### config.mk
export PLATFORM = sky130hd
export DESIGN_NAME = ttpt_div
export DESIGN_NICKNAME = d
export VERILOG_FILES = /design/src/design/ttpt_pkg.sv /design/src/design/ttpt_div.sv
export SDC_FILE = /design/constraint.sdc
export NUM_CORES = 1
export LEC_CHECK = 0
export BUFFER_PORTS_ARGS = -buffer_cell sky130_fd_sc_hd__buf_4
export CAP_MARGIN = 10
export CORE_ASPECT_RATIO = 1.25
export CORE_MARGIN = 2
export CORE_UTILIZATION = 40
export CTS_CLUSTER_SIZE = 30
export DETAILED_ROUTE_END_ITERATION = 12
export PLACE_DENSITY = 0.67
export SKIP_CTS_REPAIR_TIMING = 1
export SYNTH_ARGS = -nofsm -noshare
export SYNTH_HDL_FRONTEND = slang
export SYNTH_SLANG_ARGS = --single-unit
### constraint.sdc
create_clock -name clock -period 3.1 [get_ports clock]
set_clock_uncertainty 0.1 [all_clocks]
set_input_delay 0.155 -clock clock [delete_from_list [all_inputs] [get_ports clock]]
set_output_delay 0.155 -clock clock [all_outputs]
set_load 0.01 [all_outputs]
### src/design/ttpt_pkg.sv
// Shared types and constants of the timed travel position tracker.
// Used by ttpt_div and timed_travel_position_tracker_unit; no dependencies.

package ttpt_pkg;

   localparam int POS_W            = 20;
   localparam int EXT_W            = 16;
   localparam int TIME_W           = 32;
   localparam int PCT_W            = 7;
   localparam int DIR_W            = 2;
   localparam int STOP_W           = 21;
   localparam int CSR_IDX_W        = 1;
   localparam int CSR_DATA_W       = 20;
   localparam int POS_BITS_DEFAULT = 20;

   // Shared divider sizing: a 27 bit dividend covers 20 bit x 7 bit products,
   // and seven quotient bits cover a percent of travel.
   localparam int DIV_W     = 27;
   localparam int QUO_W     = 7;
   localparam int CNT_W     = 5;
   localparam int PCT_STEPS = 7;

   // Division by one hundred as a reciprocal multiplication: floor(x / 100)
   // equals (x * RECIP_100) >> RECIP_SHIFT for every x below 2^30.
   localparam int RECIP_W     = 28;
   localparam int RECIP_SHIFT = 34;
   localparam logic [RECIP_W-1:0] RECIP_100 = 28'd171798692;

   localparam logic [PCT_W-1:0] HUNDRED = 7'd100;

   localparam logic signed [DIR_W-1:0] DIR_UP   = -2'sd1;
   localparam logic signed [DIR_W-1:0] DIR_IDLE = 2'sd0;
   localparam logic signed [DIR_W-1:0] DIR_DOWN = 2'sd1;

   typedef enum logic [1:0] {
      KIND_TICK     = 2'd0,
      KIND_MOVE     = 2'd1,
      KIND_STOP     = 2'd2,
      KIND_OVERRIDE = 2'd3
   } kind_type;

   typedef enum logic [CSR_IDX_W-1:0] {
      REG_FULL_TRAVEL   = 1'b0,
      REG_END_EXTENSION = 1'b1
   } csr_reg_type;

   typedef enum logic [3:0] {
      S_IDLE,
      S_PCT_GO,
      S_PCT_WAIT,
      S_POS,
      S_PLAN_GO,
      S_PLAN_WAIT,
      S_MOVE,
      S_OVR_GO,
      S_OVR_WAIT,
      S_DONE
   } state_type;

   typedef struct packed {
      logic [1:0]        kind;
      logic [TIME_W-1:0] now_ms;
      logic [PCT_W-1:0]  target_percent;
   } req_payload_type;

   typedef struct packed {
      logic signed [DIR_W-1:0] motion_dir;
      logic [PCT_W-1:0]        position_pct;
      logic [POS_W-1:0]        position_ms;
      logic                    up_relay_on;
      logic                    down_relay_on;
      logic                    save_position;
   } rsp_payload_type;

   typedef struct packed {
      logic             start;
      logic [DIV_W-1:0] dividend;
      logic [DIV_W-1:0] divisor;
      logic [CNT_W-1:0] steps;
   } div_cmd_type;

   typedef struct packed {
      logic             done;
      logic [QUO_W-1:0] quotient;
   } div_stat_type;

endpackage

### src/design/ttpt_div.sv
// Shared restoring divider of the position tracker: one compare and subtract
// per cycle. Depends on ttpt_pkg for the command and status structs.

module ttpt_div (
   input  logic                  clock,
   input  logic                  reset,
   input  ttpt_pkg::div_cmd_type div_cmd,
   output ttpt_pkg::div_stat_type div_stat
);
   import ttpt_pkg::*;

   logic [DIV_W-1:0] rem_ff, rem_in;
   logic [DIV_W-1:0] dreg_ff, dreg_in;
   logic [QUO_W-1:0] quo_ff, quo_in;
   logic [CNT_W-1:0] cnt_ff, cnt_in;
   logic             busy_ff, busy_in;
   logic             done_ff, done_in;

   // The divisor arrives already shifted to the top quotient bit, so the
   // dividend must be below divisor * 2 to keep every quotient bit single.
   always_comb begin
      rem_in  = rem_ff;
      dreg_in = dreg_ff;
      quo_in  = quo_ff;
      cnt_in  = cnt_ff;
      busy_in = busy_ff;
      done_in = 1'b0;
      if (div_cmd.start) begin
         rem_in  = div_cmd.dividend;
         dreg_in = div_cmd.divisor;
         quo_in  = '0;
         cnt_in  = div_cmd.steps;
         busy_in = 1'b1;
      end else if (busy_ff) begin
         if (rem_ff >= dreg_ff) begin
            rem_in = rem_ff - dreg_ff;
            quo_in = {quo_ff[QUO_W-2:0], 1'b1};
         end else begin
            quo_in = {quo_ff[QUO_W-2:0], 1'b0};
         end
         dreg_in = dreg_ff >> 1;
         cnt_in  = cnt_ff - CNT_W'(1);
         if (cnt_ff == CNT_W'(1)) begin
            busy_in = 1'b0;
            done_in = 1'b1;
         end
      end
   end

   always_ff @(posedge clock) begin
      if (reset) begin
         busy_ff <= 1'b0;
         done_ff <= 1'b0;
         cnt_ff  <= '0;
      end else begin
         busy_ff <= busy_in;
         done_ff <= done_in;
         cnt_ff  <= cnt_in;
      end
      rem_ff  <= rem_in;
      dreg_ff <= dreg_in;
      quo_ff  <= quo_in;
   end

   assign div_stat.done     = done_ff;
   assign div_stat.quotient = quo_ff;

endmodule

==> results.md <==
* DP HPWL at 7500 um
* Worst hold margin at -0.0449 ns
* # setup viols final at 0
* DR vias/cell at 5.34
* CP Launch Type: flip-flop
* H-tree Lvls at 3
* Worst skew pair latency at 0.34 ns
* GRT Resource Usage Total at 17.8%
* RSZ-0062 raised after global routing: no
* Die Span Y at 120 um
* I/O Buffers at 69
* Vias after detailed routing at 3589
* Total Wirelength at 10200 um
* Power density over the cells at 730 mW/mm2
* Post-synth cell types at 57
* CTS tree: done
* IO Pins at 70
* Final hold viol count at 3
* Lkg Pwr at 2.28 nW
* Kind of critical path: reg2reg
* Critical R2R Launch: rem_ff[1]
* Slew headroom at 48.9%
* CTS clk-pin slew, worst paths at 0.05 ns
* Routed len/inst at 15.2 um
* R2r endpoint: rem_ff[5]
* Reg2Reg Depth at 9
* Post-Synthesis Cells at 465
* Layout cells sized above 1 at 19.6%
* CTS Buf Count at 9
* Clock Root Buffer: clkbuf_16
* CP Capture Point: rem_ff[5]
* Vias in the first global route at 3581
* Failing checks: negative hold slack
* First-pass GRT wire length at 16500 um
* Final WS setup at 0.333 ns
* CP arrival at 2.68 ns
* Crit path time final at 2.77 ns
* FMAX at 361 MHz
* Mapped cell area at 0.00432 mm2
* CP Capture Type: flip-flop
* Main synth FF type: edfxtp_1
* Req. time, crit path at 3.01 ns
* N_diodes at 0
* Area of the multi-input gates at 0.00221 mm2
* Worst slew pin tran at 0.766 ns
* HP Start: div_cmd[4]
* FF+latch area at 0.00190 mm2
* Iteration count of the initial detailed-routing pass at 7
* Slew Viols, Final at 0
* Sequential share of the synthesized area at 44.0%
* # DRC at 0
* EDFF count, synth at 54
* Worst ir drop on vdd at 0.000347 V
* Die ar. at 0.0117 mm2
* Ys async rst share at 0%
* Outcome: complete, but fails checks
* Global route overflow at 0
* Final period util at 89.3%
* Max clock buf depth at 2
* RD Place Congestion at 0.951
* Row count at 42
* Clk sinks at 68
* R2R setup slack at 0.33 ns
* Initial antenna violation count at 0
* Dpl ws at 0.361 ns
* Largest net degree at the start of global routing at 57
* Syn_area_per_cell at 9.29 um2
* DR iter-0 viols at 182
* Nets at 627
* Post-synth net total at 557
* # Max-Cap Violations at 0
* Critical Path Start: rem_ff[1]
* CP max FO at 18
* Filler Cells Inserted at 983
* Core Region at 0.0106 mm2
* Post-route ant nets at 0
* Worst min path class: in2reg
* Area delta synth->final at 23.4%
* Syn. warnings at 0
* Total Neg Setup Slack at 0 ns
* Synthesized flop and latch total at 68
* Die W at 97.0 um
* Initial core utilization at 40.9%
layout make-up:
type	instances	share of cell area [%]
multi-input cells	344	41.5
flip-flops and latches	68	35.7
clock buffers	10	4.48
repair buffers	80	11.5
well taps	132	3.10
clock inverters	6	1.45
inverters	32	2.25
layout by cell type, fill, tap and decap left out, types with 3 or more instances in the layout:
master and n:
a21oi_1 32, o21ai_1 19, inv_1 31, buf_4 74, a21o_1 13, nand2b_1 3
clkinv_1 3, a21oi_2 3, o21ai_0 45, clkbuf_16 9, nor2_1 25, dlygate4sd3_1 6
edfxtp_1 54, xor2_1 12, o21a_1 3, ha_1 29, nand2_1 72, dfxtp_1 14
and3_1 3, o211ai_1 3, nand4_1 5, xnor2_1 11, nand3_1 7, nor3_1 7
mux2i_1 7, a31oi_1 3, a211oi_1 6
cells in the mapped netlist, types with 2 or more instances:
master	n	area, um2
buf_2	2	10.0
and2_1	2	12.5
mux2_2	2	22.5
nor3_1	7	35.0
ha_1	29	363
clkbuf_1	14	52.6
a211oi_1	6	45.0
nor2_1	25	93.8
a21oi_1	32	160
nand2_1	72	270
o21a_1	3	22.5
o211ai_1	3	22.5
buf_1	4	15.0
edfxtp_1	54	1620
nor4b_1	2	17.5
a21oi_2	3	26.3
or3_1	2	12.5
a41oi_1	2	17.5
o21ai_1	19	95.1
xnor2_1	11	96.3
o31ai_1	2	15.0
mux2i_1	7	70.1
o21ai_0	45	225
inv_1	31	116
a31oi_1	3	18.8
and3_1	3	18.8
dfxtp_1	14	280
nand2b_1	3	18.8
nand3_1	7	35.0
nand4_1	5	31.3
a21o_1	13	97.6
o211ai_2	2	25.0
xor2_1	12	105
registers in the layout, indices dropped and copies added, names as in the netlist:
| name | count |
|---|---|
| dreg_ff | 27 |
| busy_ff | 1 |
| rem_ff | 27 |
| quo_ff | 7 |
| done_ff | 1 |
| cnt_ff | 5 |
report_power, final:
| part | leakage [nW] | switching [mW] | internal (mW) | total, mW |
|---|---|---|---|---|
| registers | 0.663 | 0.0521 | 1.19 | 1.25 |
| clock network | 0.157 | 0.372 | 0.717 | 1.09 |
| logic | 1.46 | 0.920 | 0.637 | 1.56 |
cells by family after synthesis:
family	Yosys count	share of synthesized area, %
simple gates	138	14.6
mux	9	2.14
compound gates	144	21.0
flops	68	44.0
buf+inv	53	4.75
fa+ha+maj	30	8.86
xor+xnor	23	4.66
metal layers:
metal / GRT usage, % / share of wire, % / vias up / wire [um]
met5: 0 / 0 / - / 0
met4: 8.19 / 2.5 / 0 / 254
li1: - / - / 1812 / -
met2: 29.7 / 50 / 81 / 5100
met1: 21.2 / 43 / 1678 / 4390
met3: 5.09 / 4.6 / 18 / 469
per-stage QoR:
stage | instances | cell area, um2 | util, % | total power, mW
6_report | 672 | 5330 | 50.5 | 3.89
5_1_grt | 672 | 5330 | 50.5 | 4.14
4_1_cts | 666 | 5270 | 49.9 | 3.90
3_5_place_dp | 650 | 4960 | 46.9 | 2.80
3_3_place_gp | 650 | 4960 | 46.9 | 2.76
2_1_floorplan | 465 | 4320 | - | 2.43
how the worst min path moves through the flow:
stage                     slack (ns)     endpoint  depth (start not counted)
after CTS                      -0.09    cnt_ff[0]                          2
after global routing          0.0007  dreg_ff[20]                          3
after floorplan                 0.12    cnt_ff[0]                          1
final                          -0.04    cnt_ff[4]                          3
after global placement          0.27    cnt_ff[0]                          2
after detailed placement        0.27    cnt_ff[0]                          2
worst max-delay path, cell delays in order (launching register included):
cell and delay [ns]:
edfxtp_1 0.43, ha_1 0.32, nor2b_2 0.16, o2111ai_1 0.18, a211o_2 0.43, nand2_4 0.11
a41oi_4 0.13, o21ai_1 0.16, a21o_1 0.14, buf_4 0.28
Power figures use the tool's default switching activity.
